==> src/spmp_pkg.sv <==
// Shared types and constants of the multichannel spread panner.
`default_nettype none

package spmp_pkg;

  // Field widths
  localparam int DATA_W   = 16;   // sample, gain, azimuth, spread, level
  localparam int CNT_W    = 5;    // channel count register
  localparam int CHAN_W   = 4;    // channel field on the output
  localparam int FRAC_W   = 12;   // fraction bits of a channel position
  localparam int X_W      = CNT_W + FRAC_W;       // position within the circle
  localparam int POS_W    = X_W + 1;              // unwrapped position
  localparam int AMP_W    = 15;   // sine magnitude, Q1.15 without sign
  localparam int PROD1_W  = 2 * DATA_W;           // sample * amplitude
  localparam int PROD2_W  = PROD1_W + DATA_W;     // ... * gain
  localparam int ROUND_SHIFT = 29;
  localparam int SCALED_W = PROD2_W - ROUND_SHIFT;

  localparam int QUEUE_DEPTH = 4;
  localparam int QUEUE_AW    = 2;

  localparam logic [CNT_W-1:0]  MIN_CHANNELS = CNT_W'(2);
  localparam logic [CNT_W-1:0]  RESET_CHANNELS = CNT_W'(2);
  localparam logic [DATA_W-1:0] SPREAD_MIN = DATA_W'(410);   // 0.1 channel in Q4.12
  localparam logic [X_W-1:0]    X_ONE = X_W'(1 << FRAC_W);   // one channel step

  localparam logic [63:0] ONE_Q30 = 64'd1 << 30;
  localparam logic [63:0] PI_Q30  = 64'd3373259426;

  localparam logic signed [SCALED_W-1:0] LEVEL_MAX = SCALED_W'(32767);
  localparam logic signed [SCALED_W-1:0] LEVEL_MIN = -SCALED_W'(32768);

  // Configuration register indexes
  localparam int CFG_IDX_W = 2;
  typedef enum logic [CFG_IDX_W-1:0] {
    REG_CHANNEL_COUNT = 2'd0,
    REG_OFFSET_TURNS  = 2'd1
  } cfg_reg_t;

  // One classified input item, handed from the front to the back
  typedef struct packed {
    logic [CNT_W-1:0]         n;       // effective channel count
    logic [X_W-1:0]           x0;      // position of channel 0, wrapped, Q.12
    logic [X_W-1:0]           two_s;   // twice the clamped spread, Q.12
    logic signed [DATA_W-1:0] sample;
    logic signed [DATA_W-1:0] gain;
  } item_t;

endpackage

`default_nettype wire

==> src/spmp_queue.sv <==
// Short FIFO of classified items between the front and the back.
`default_nettype none

module spmp_queue import spmp_pkg::*; (
  input  wire logic   clk,
  input  wire logic   rst,
  input  wire logic   push,
  input  item_t       push_item,
  output logic        full,
  input  wire logic   pop,
  output item_t       pop_item,
  output logic        valid
);

  item_t                entries [QUEUE_DEPTH];
  logic [QUEUE_AW-1:0]  wr_ptr;
  logic [QUEUE_AW-1:0]  rd_ptr;
  logic [QUEUE_AW:0]    count;

  assign full     = (count == (QUEUE_AW + 1)'(QUEUE_DEPTH));
  assign valid    = (count != '0);
  assign pop_item = entries[rd_ptr];

  always_ff @(posedge clk) begin
    if (rst) begin
      wr_ptr <= '0;
      rd_ptr <= '0;
      count  <= '0;
    end else begin
      if (push) begin
        wr_ptr <= wr_ptr + 1'b1;
      end
      if (pop) begin
        rd_ptr <= rd_ptr + 1'b1;
      end
      if (push && !pop) begin
        count <= count + 1'b1;
      end else if (pop && !push) begin
        count <= count - 1'b1;
      end
    end
  end

  always_ff @(posedge clk) begin
    if (push) begin
      entries[wr_ptr] <= push_item;
    end
  end

endmodule

`default_nettype wire

==> config.mk <==
export PLATFORM = sky130hd
export DESIGN_NAME = spmp_queue
export DESIGN_NICKNAME = d
export VERILOG_FILES = /design/src/spmp_pkg.sv /design/src/spmp_queue.sv
export SDC_FILE = /design/constraint.sdc
export NUM_CORES = 1
export LEC_CHECK = 0
export ABC_AREA = 1
export BUFFER_PORTS_ARGS = -buffer_cell sky130_fd_sc_hd__buf_2
export CAP_MARGIN = 40
export CORE_MARGIN = 2
export CORE_UTILIZATION = 30
export CTS_BUF_LIST = sky130_fd_sc_hd__clkbuf_16
export CTS_CLUSTER_SIZE = 12
export DETAILED_ROUTE_END_ITERATION = 12
export PLACE_DENSITY = 0.55
export SLEW_MARGIN = 20
export SYNTH_ARGS = -nofsm -noshare
export SYNTH_HDL_FRONTEND = slang
export SYNTH_SLANG_ARGS = --single-unit
export TNS_END_PERCENT = 5
==> constraint.sdc <==
create_clock -name clk -period 5.5 [get_ports clk]
set_input_delay 0.55 -clock clk [delete_from_list [all_inputs] [get_ports clk]]
set_output_delay 0.55 -clock clk [all_outputs]
set_load 0.01 [all_outputs]
==> results_dict.tcl <==
set metrics [dict create \
    status "completed" \
    antenna_found_initial 5 \
    cts_sinks 293 \
    die_w_um 195 \
    cpMaxStageDelayCell "dfxtp_4" \
    hold_viol_final 0 \
    num_vias 6463 \
    drv_cap 0 \
    core_mm2 0.0363 \
    end_kind "output pin" \
    p_sw_mw 1.16 \
    synthesis.area_mm2 0.0110 \
    dpl_worst_slack_ns 2.92 \
    syn_nets 827 \
    fin_skew_ns 0.00952 \
    dr.pass1.iters 4 \
    grt_usage 0.128 \
    io_pins 148 \
    routed_wl_mm 24.4 \
    fp.dieH_um 195 \
    yosysUniqueCellTypes 23 \
    ys_warn_count 0 \
    slowest_delay_ns 0.64 \
    synth_area_per_cell_um2 14.7 \
    ys_seq_area_frac 0.793 \
    required_ns 4.95 \
    hold-worst-slack_ns 0.217 \
    ant_nets 0 \
    path_max_fanout 60 \
    routedWlPerCell_um 17.6 \
    rsz0062_at_grt "no" \
    worstPathCellList "buf_4, buf_16, o21ai_0, o22ai_1, buf_2" \
    p_clk_frac 0.420 \
    fin_crit_sh 0.554 \
    start_util 0.302 \
    setup_slack_ns 2.45 \
    power_density_mw_per_mm2 392 \
    comb_power_share 0.084 \
    ir_drop_mv 0.242 \
    layout-drive-gt1-share 0.231 \
    p_seq_frac 0.496 \
    fin_setup_tns_ns 0 \
    cts_buffer_depth 3 \
    swShare 0.223 \
    port_buffers 147 \
    worstHoldPathType "in -> reg" \
    clk_pin_slew_ns 0.05 \
    viasPerCell 4.66 \
    area_growth_pct 21.0 \
    path_class "reg -> out" \
    p_leak_nw 4.66 \
    crit_arrival_ns 2.50 \
    cts_buffers 34 \
    cts_tree "built" \
    p_total_mw 5.20 \
    hold_buffers 0 \
    clkLatencyLatePin_ns 0.50 \
    postCtsSetupBuffers 0 \
    place_congestion 0.684 \
    overflow 0 \
    syn_inst 746 \
    setup_viol 0 \
    drt_iter0_markers 359 \
    tightest_slew_ns 0.791 \
    max_freq_ghz 0.328 \
    grt_pass1_vias 6297 \
    start_kind "flip-flop" \
    slew_headroom 0.473 \
    dp_hpwl_mm 13.6 \
    grt_pass1_wl_mm 37.1 \
    cts_resized 0 \
    fin_nets 976 \
    drcViolationCount 0 \
    dieArea_mm2 0.0381 \
    cts.htree.levels 2 \
    internal_power_mw 4.04 \
    post-route-min-period_ns 3.05 \
    synth_seq_cells 293 \
    row_count 70 \
    cts-root-buf "clkbuf_16" \
    slew_viol_final 0 \
    grt_max_degree 89 \
]
==> through the flow <==
step / std cells / utilization / instance area [um^2]
final: 1388 / 0.365 / 13300
after global routing: 1387 / 0.365 / 13300
after CTS: 1387 / 0.365 / 13300
after detailed placement: 1327 / 0.335 / 12200
after global placement: 1322 / 0.332 / 12100
after floorplan: 746 / - / 11000
==> synthesized netlist by cell type (all sizes together) <==
cell type,count,area [um^2]
edfxtp,284,8530
nor3,1,5.00
o22ai,71,444
nand2,10,37.5
nor2,149,559
clkbuf,19,80.1
nand4,1,6.26
inv,17,68.8
xor2,1,8.76
o21ai,147,736
nand3,1,5.00
dfxtp,9,180
buf,27,221
ha,5,62.6
a21oi,3,15.0
fa,1,20.0
==> registers in the layout (all words and copies together) (netlist names), named ones only <==
name,count
rd_ptr,2
count,3
wr_ptr,2
entries,284
==> logic make-up (layout without fill, tap and decap cells) <==
logic type	after synthesis	after routing	synth area share
flip-flops	293	293	0.793
AO/OA/AOI/OAI	221	221	0.109
AND/OR/NAND/NOR	162	162	0.0558
buffers and inverters	63	236	0.0337
adder cells (fa/ha/maj)	6	6	0.00752
XOR/XNOR	1	1	0.000798
other	0	1	0
==> layout make-up <==
class	instances	area, um^2
Clock inverter	23	171
Tap cell	468	586
Inverter	17	73.8
Fill cell	3424	23100
Sequential cell	293	8710
Multi-Input combinational cell	390	1900
Clock buffer	37	926
Antenna cell	1	2.50
Timing Repair Buffer	159	911
==> layer usage <==
metal / GRT usage / wire [um] / vias to the layer above / share of wire
li1: - / - / 3100 / -
met1: 0.171 / 11400 / 3155 / 0.47
met2: 0.202 / 11100 / 151 / 0.45
met3: 0.0363 / 1390 / 49 / 0.057
met4: 0.0393 / 515 / 8 / 0.021
met5: 0 / 55 / - / 0.0023
==> power by group through the flow <==
stage               Sequential (mW)  Combinational, mW  Clock (mW)
floorplan                      2.62              0.256           0
global placement               2.63              0.434           0
detailed placement             2.63              0.450           0
CTS                            2.58              0.451        2.26
global route                   2.59              0.495        2.33
finish                         2.58              0.439        2.18
==> cells in the final DEF, fill, tap and decap left out, types with 2 or more instances in the layout <==
cell type	count
buf_4	7
nand2_1	10
a21oi_1	3
buf_16	3
nor2_1	149
dfxtp_1	7
o22ai_1	71
buf_2	147
ha_1	5
clkinv_2	9
o21ai_0	132
buf_12	2
clkbuf_16	37
edfxtp_1	284
bufinv_16	3
o21ai_1	15
clkinv_1	6
inv_1	20
==> critical path, delay by kind of cell (launching register included) <==
family | cells | cell delay (ns)
AO/OA/AOI/OAI | 2 | 0.37
buffers and inverters | 3 | 0.93
flip-flops | 1 | 0.64
==> path summary, 6_finish.rpt <==
check                                from             end  slack (ns)  depth (start not counted)
worst min-delay path                  rst        count[0]        0.22                          2
worst max register to register  wr_ptr[0]  entries[2][47]        3.34                          5
worst min register to register  rd_ptr[1]       flip-flop        0.44                          1
worst max-delay path            flip-flop     pop_item[8]        2.45                          5
Note: power is estimated with default switching activity, not from simulation.
