**src/spmp_pkg.sv**
```systemverilog
// Shared types and constants of the multichannel spread panner.
`default_nettype none

package spmp_pkg;

  // Field widths
  localparam int DATA_W   = 16;   // sample, gain, azimuth, spread, level
  localparam int CNT_W    = 5;    // channel count register
  localparam int CHAN_W   = 4;    // channel field on the output
  localparam int FRAC_W   = 12;   // fraction bits of a channel position
  localparam int X_W      = CNT_W + FRAC_W;       // position within the circle
  localparam int POS_W    = X_W + 1;              // unwrapped position
  localparam int AMP_W    = 15;   // sine magnitude, Q1.15 without sign
  localparam int PROD1_W  = 2 * DATA_W;           // sample * amplitude
  localparam int PROD2_W  = PROD1_W + DATA_W;     // ... * gain
  localparam int ROUND_SHIFT = 29;
  localparam int SCALED_W = PROD2_W - ROUND_SHIFT;

  localparam int QUEUE_DEPTH = 4;
  localparam int QUEUE_AW    = 2;

  localparam logic [CNT_W-1:0]  MIN_CHANNELS = CNT_W'(2);
  localparam logic [CNT_W-1:0]  RESET_CHANNELS = CNT_W'(2);
  localparam logic [DATA_W-1:0] SPREAD_MIN = DATA_W'(410);   // 0.1 channel in Q4.12
  localparam logic [X_W-1:0]    X_ONE = X_W'(1 << FRAC_W);   // one channel step

  localparam logic [63:0] ONE_Q30 = 64'd1 << 30;
  localparam logic [63:0] PI_Q30  = 64'd3373259426;

  localparam logic signed [SCALED_W-1:0] LEVEL_MAX = SCALED_W'(32767);
  localparam logic signed [SCALED_W-1:0] LEVEL_MIN = -SCALED_W'(32768);

  // Configuration register indexes
  localparam int CFG_IDX_W = 2;
  typedef enum logic [CFG_IDX_W-1:0] {
    REG_CHANNEL_COUNT = 2'd0,
    REG_OFFSET_TURNS  = 2'd1
  } cfg_reg_t;

  // One classified input item, handed from the front to the back
  typedef struct packed {
    logic [CNT_W-1:0]         n;       // effective channel count
    logic [X_W-1:0]           x0;      // position of channel 0, wrapped, Q.12
    logic [X_W-1:0]           two_s;   // twice the clamped spread, Q.12
    logic signed [DATA_W-1:0] sample;
    logic signed [DATA_W-1:0] gain;
  } item_t;

endpackage

`default_nettype wire

```
**src/spmp_front.sv**
```systemverilog
// Front end: takes input transactions and works out each item's circle position.
`default_nettype none

module spmp_front import spmp_pkg::*; (
  input  wire logic                     clk,
  input  wire logic                     rst,
  input  wire logic                     hold,
  input  wire logic                     in_valid,
  output logic                          in_ready,
  input  wire logic signed [DATA_W-1:0] in_sample,
  input  wire logic signed [DATA_W-1:0] in_gain,
  input  wire logic [DATA_W-1:0]        in_azimuth,
  input  wire logic [DATA_W-1:0]        in_spread,
  input  wire logic [CNT_W-1:0]         n_eff,
  input  wire logic [DATA_W-1:0]        offset_turns,
  output logic                          push,
  output item_t                         push_item,
  input  wire logic                     full
);

  localparam int PROD_W = DATA_W + CNT_W;
  localparam int HI_W   = POS_W - FRAC_W;
  localparam int DIV_W  = CNT_W + 4;

  // pos_hi mod n; pos_hi < n + 16 keeps the quotient under 16
  function automatic logic [CNT_W-1:0] wrap_hi(input logic [HI_W-1:0] hi,
                                               input logic [CNT_W-1:0] n);
    logic [DIV_W-1:0] r;
    logic [DIV_W-1:0] d;
    r = DIV_W'(hi);
    for (int i = 3; i >= 0; i--) begin
      d = DIV_W'(n) << i;
      if (r >= d) begin
        r = r - d;
      end
    end
    return r[CNT_W-1:0];
  endfunction

  logic                     v1;
  logic signed [DATA_W-1:0] a_sample;
  logic signed [DATA_W-1:0] a_gain;
  logic [CNT_W-1:0]         a_n;
  logic [DATA_W-1:0]        a_s;
  logic [PROD_W-1:0]        a_prod;

  logic [DATA_W-1:0]        p;
  logic [DATA_W-1:0]        s_clamp;
  logic [POS_W-1:0]         pos;
  logic [CNT_W-1:0]         pos_wrap;

  assign in_ready = (!v1 || !full) && !hold;
  assign push     = v1 && !full;

  assign p       = in_azimuth - offset_turns;
  assign s_clamp = (in_spread < SPREAD_MIN) ? SPREAD_MIN : in_spread;

  always_ff @(posedge clk) begin
    if (rst) begin
      v1 <= 1'b0;
    end else if (in_ready) begin
      v1 <= in_valid;
    end else if (push) begin
      v1 <= 1'b0;
    end
  end

  always_ff @(posedge clk) begin
    if (in_valid && in_ready) begin
      a_sample <= in_sample;
      a_gain   <= in_gain;
      a_n      <= n_eff;
      a_s      <= s_clamp;
      a_prod   <= PROD_W'(p) * PROD_W'(n_eff);
    end
  end

  // pos = p*n/16 + s, then wrapped onto [0, n) channels
  assign pos      = POS_W'(a_prod[PROD_W-1:4]) + POS_W'(a_s);
  assign pos_wrap = wrap_hi(pos[POS_W-1:FRAC_W], a_n);

  always_comb begin
    push_item.n      = a_n;
    push_item.x0     = {pos_wrap, pos[FRAC_W-1:0]};
    push_item.two_s  = {a_s, 1'b0};
    push_item.sample = a_sample;
    push_item.gain   = a_gain;
  end

endmodule

`default_nettype wire

```
**config.mk**
```make
export PLATFORM = sky130hd
export DESIGN_NAME = spmp_front
export DESIGN_NICKNAME = d
export VERILOG_FILES = /design/src/spmp_pkg.sv /design/src/spmp_front.sv
export SDC_FILE = /design/constraint.sdc
export NUM_CORES = 1
export LEC_CHECK = 0
export BUFFER_PORTS_ARGS = -buffer_cell sky130_fd_sc_hd__buf_2
export CAP_MARGIN = 5
export CELL_PAD_IN_SITES_DETAIL_PLACEMENT = 2
export CELL_PAD_IN_SITES_GLOBAL_PLACEMENT = 2
export CORE_MARGIN = 3
export CORE_UTILIZATION = 35
export CTS_BUF_LIST = sky130_fd_sc_hd__clkbuf_2
export DETAILED_ROUTE_END_ITERATION = 7
export PLACE_DENSITY = 0.8
export SYNTH_ARGS = -nofsm -noshare
export SYNTH_HDL_FRONTEND = slang
export SYNTH_SLANG_ARGS = --single-unit
```
**constraint.sdc**
```tcl
create_clock -name clk -period 14.2 [get_ports clk]
set_input_delay 2.84 -clock clk [delete_from_list [all_inputs] [get_ports clk]]
set_output_delay 2.84 -clock clk [all_outputs]
set_load 0.01 [all_outputs]
```
==> tab_implementation.tex <==
\begin{tabular}{lr}
\hline
Metric & Value \\
\hline
\multicolumn{2}{l}{\textbf{Status}} \\
\quad Run status & finished clean \\
\multicolumn{2}{l}{\textbf{Worst setup path}} \\
\quad Delay contributed by the slowest stage of the critical path & between 0.6 and 0.7 ns \\
\quad Crit-path max FO & 6 \\
\quad Worst path arrival time & approximately 11 ns \\
\quad Critical path class & reg2out \\
\quad Library cell contributing the largest single delay on the critical path & o41ai\_1 \\
\quad Kind of end point of the critical path & output pin \\
\quad Cell occurring most often along the worst timing path & ha\_1 \\
\quad Depth of the worst register-to-register path & 3 \\
\quad Critical path launch point type & flip-flop \\
\quad Required time of the worst setup path & about 11 ns \\
\multicolumn{2}{l}{\textbf{Layout}} \\
\quad Growth of design area from synthesis to finish & 21.3\% \\
\quad Footprint of the multi-input gates & about 0.0047 mm2 \\
\quad Final instance area & around 0.0085 mm2 \\
\quad Share of layout cells above drive strength 1 & 29.2\% \\
\quad Final net count & $\sim$1,100 \\
\quad Core occupancy in the finished layout & between 40\% and 50\% \\
\quad Fill cell total of the finished layout & approximately 2,200 \\
\quad Storage cell area & 0.00212 mm2 \\
\multicolumn{2}{l}{\textbf{Placement}} \\
\quad Dpl ws & roughly 0.18 ns \\
\quad Half-perimeter wire length of the detailed placement result & $\sim$18 mm \\
\quad IO Port Bufs & $\sim$160 \\
\quad Global placer's final weighted congestion & 0.817 \\
\quad Placed Area & roughly 0.008 mm2 \\
\multicolumn{2}{l}{\textbf{Synthesis}} \\
\quad FF+latch count, synth & 71 \\
\quad Area share of the largest cell type after synthesis & approximately 30\% \\
\quad Compound-Gate Fraction of Synth Area & a little over an eighth \\
\quad Avg Inst Size Synth & roughly 10 um2 \\
\quad Synth Cell Area & between 0.007 and 0.008 mm2 \\
\quad Library cells used by synthesis & 75 \\
\quad Simple-gate portion of the synthesized area & 16.1\% \\
\quad Leading post-synthesis cells by cell area & edfxtp\_1 30\%, fa\_1 13\%, ha\_1 13\%, inv\_1 4.5\%, xnor2\_1 3.7\% \\
\quad Ys Warns & 0 \\
\quad Sequential-to-total area share from yosys stat & just over 30\% \\
\quad Most common cell in the netlist & inv\_1 \\
\quad Largest family of logic cells by synthesized area & adder cells \\
\quad Total nets after synthesis & approximately 910 \\
\quad Share of synthesized area spent on multiplexers & just under 3\% \\
\quad Post-synth top flop & edfxtp\_1 \\
\quad Adder-cell share of the synthesized area & around a quarter \\
\quad Post-synthesis share of cell area spent on xor and xnor gates & between 5 and 6\% \\
\quad Synth cell count leaders & 84 x inv\_1, 75 x ha\_1, 70 x edfxtp\_1, 57 x nand2\_1, 47 x fa\_1 \\
\quad Number of enable-type register cells in the synthesized netlist & 70 \\
\quad Async S/R FF share, synth & 0\% \\
\quad Area leader, netlist & edfxtp\_1 \\
\quad Number of instances in the synthesized netlist & slightly below 700 \\
\multicolumn{2}{l}{\textbf{Floorplanning}} \\
\quad Die outline area & 0.0218 mm2 \\
\quad Initial core utilization & between 30\% and 40\% \\
\quad Core region area & 0.0196 mm2 \\
\quad Die width & about 150 um \\
\quad Count of boundary I/O pins & approximately 160 \\
\quad Vertical die dimension & $\sim$150 um \\
\quad Row cnt & 51 \\
\multicolumn{2}{l}{\textbf{Route}} \\
\quad DRT antenna net count & 0 \\
\quad Via density per instance & between 5 and 6 \\
\quad Total number of vias & approximately 5,800 \\
\quad Routed WL & $\sim$22 mm \\
\quad First DRT Iteration DRCs & 161 \\
\quad Number of optimization iterations in the first detailed-route pass & 4 \\
\quad Remaining DRCs & 0 \\
\quad Wirelength per Cell & 19.3 um \\
\multicolumn{2}{l}{\textbf{GRT}} \\
\quad Layer with the highest usage after global routing & met2 \\
\quad Met2 usage in global routing & a little under two fifths \\
\quad Total global routing track utilization & a little under 20\% \\
\quad Via count of the first global-routing pass & about 6,500 \\
\quad Met1 usage & 23.4\% \\
\quad Initial antenna violation count & 1 \\
\quad Remaining Overflow, GRT & 0 \\
\quad Met3 track demand over resource in global routing & about 2.2\% \\
\quad First-pass GRT wire length & $\sim$35 mm \\
\quad Largest net degree at the start of global routing & 72 \\
\multicolumn{2}{l}{\textbf{STA}} \\
\quad Min cycle time layout & 13.82 ns \\
\quad Worst-case setup margin in the final layout & around 0.38 ns \\
\quad Max transition margin & between 30\% and 40\% \\
\quad FMAX & a little over 0.07 GHz \\
\quad Hold Vio Cnt, Final & 0 \\
\quad Count of final max-slew check failures & 0 \\
\quad Worst Clk Skew & around 0.056 ns \\
\quad Slew at the pin with the worst max-slew slack & about 0.96 ns \\
\quad Setup Viol. Count Final & 0 \\
\quad Share of the clock period used by the worst path & a little over nine tenths \\
\multicolumn{2}{l}{\textbf{Clock network}} \\
\quad Sinks on the clock net & between 70 and 80 \\
\quad Source-to-sink clock delay at the later pin of the worst-skew pair & 0.56 ns \\
\quad TritonCTS clock tree & done \\
\quad Largest buffer count on any clock path & 2 \\
\quad Inserted Clock Buffers & 9 \\
\quad Clock transition at path regs & about 0.25 ns \\
\quad Root buffer cell & clkbuf\_2 \\
\quad CTS H-tree lvls & 3 \\
\quad Hold-fix buffers at CTS & 0 \\
\multicolumn{2}{l}{\textbf{Power}} \\
\quad Areal power density over the cells & between 200 and 300 mW/mm2 \\
\quad Leak Pwr & 3.96 nW \\
\quad Maximum vdd ir drop & 0.131 mV \\
\multicolumn{2}{l}{\textbf{Run}} \\
\quad Max-cap viol count & 0 \\
\multicolumn{2}{l}{\textbf{Min path}} \\
\quad HP Class & reg2reg \\
\quad Hold depth & 2 \\
\hline
\end{tabular}
metal layers:
layer / share of wire (%) / wire, um / vias to the layer above
li1: - / - / 2765
met1: 42 / 9170 / 2908
met2: 55 / 12100 / 105
met4: 1.2 / 260 / 0
met3: 2.3 / 510 / 18
met5: 0 / 0 / -
state kept, by name, summed over array words and instances, names as in the netlist:
register  flops
a_gain       16
v1            1
a_sample     16
a_n           5
a_prod       17
a_s          16
worst paths after layout:
kind	startpoint	to	slack, ns
hold reg to reg	v1$_SDFFE_PP0P_	v1$_SDFFE_PP0P_	0.54
hold / removal	v1$_SDFFE_PP0P_	v1$_SDFFE_PP0P_	0.54
setup reg to reg	v1$_SDFFE_PP0P_	a_prod[7]$_DFFE_PP_	12.29
setup / recovery	a_s[2]$_SDFFCE_PN0P_	push_item[65]	0.38
area by class of cell:
cell class | count | share of cell area (%)
Antenna cell | 1 | 0.0293
Clock buffer | 10 | 0.586
Clock inverter | 6 | 1.36
Inverter | 84 | 3.69
Multi-Input combinational cell | 524 | 54.6
Sequential cell | 71 | 24.9
Tap cell | 265 | 3.89
Timing Repair Buffer | 178 | 10.9
through the flow:
stage                     hold slack [ns]  std cells  setup TNS [ns]  power [mW]
final                               0.540       1139               0        2.14
after global routing                0.572       1139           -1.57        2.33
after CTS                           0.550       1126               0        2.06
after detailed placement            0.512       1106               0        1.85
after global placement              0.482       1106               0        1.73
after floorplan                     0.471        695               0        1.42
repair_timing:
action,in CTS,in global routing
resized for setup,4,24
setup buffers,4,12
setup endpoints to repair,5,5
pin swaps,0,8
power breakdown:
group	switching [mW]	internal, mW
sequential	0.0175	0.289
combinational	0.896	0.779
clock	0.0839	0.0778
total	0.998	1.15
worst max-delay path: cells and delay by family (launching register included):
kind | cells | cell delay [ns]
AO/OA/AOI/OAI | 18 | 3.93
buffers and inverters | 5 | 0.57
flip-flops | 1 | 0.45
adder cells (fa/ha/maj) | 5 | 1.85
AND/OR/NAND/NOR | 8 | 2.42
multiplexers | 4 | 1.19
logic make-up (layout without fill, tap and decap cells):
family	after synthesis	count (layout)
adders and majority gates	122	122
buffers and inverters	100	278
muxes	18	18
and+or+nand+nor	210	210
xor gates and xnor gates	42	42
other	1	2
AOI/OAI and AO/OA	131	131
DFF	71	71
placed cells by master (no fill, tap or decap), types with 4 or more instances in the layout:
master      n
a211oi_1    5
a21o_1     13
a21oi_1    27
and2_1     30
and3_1      4
buf_2     161
buf_4      17
clkbuf_2   10
edfxtp_1   70
fa_1       46
ha_1       71
inv_1      84
mux2_2      6
mux2_4      4
mux2i_1     5
nand2_1    57
nand2b_1    9
nand3_1     8
nor2_1     28
nor2b_1    15
nor3_1     20
o211ai_1    5
o21a_1     16
o21ai_0    17
o21bai_1    6
o31ai_1     5
or2_2       4
or3_1       4
xnor2_1    29
xor2_1     12
Power figures use the tool's default switching activity.
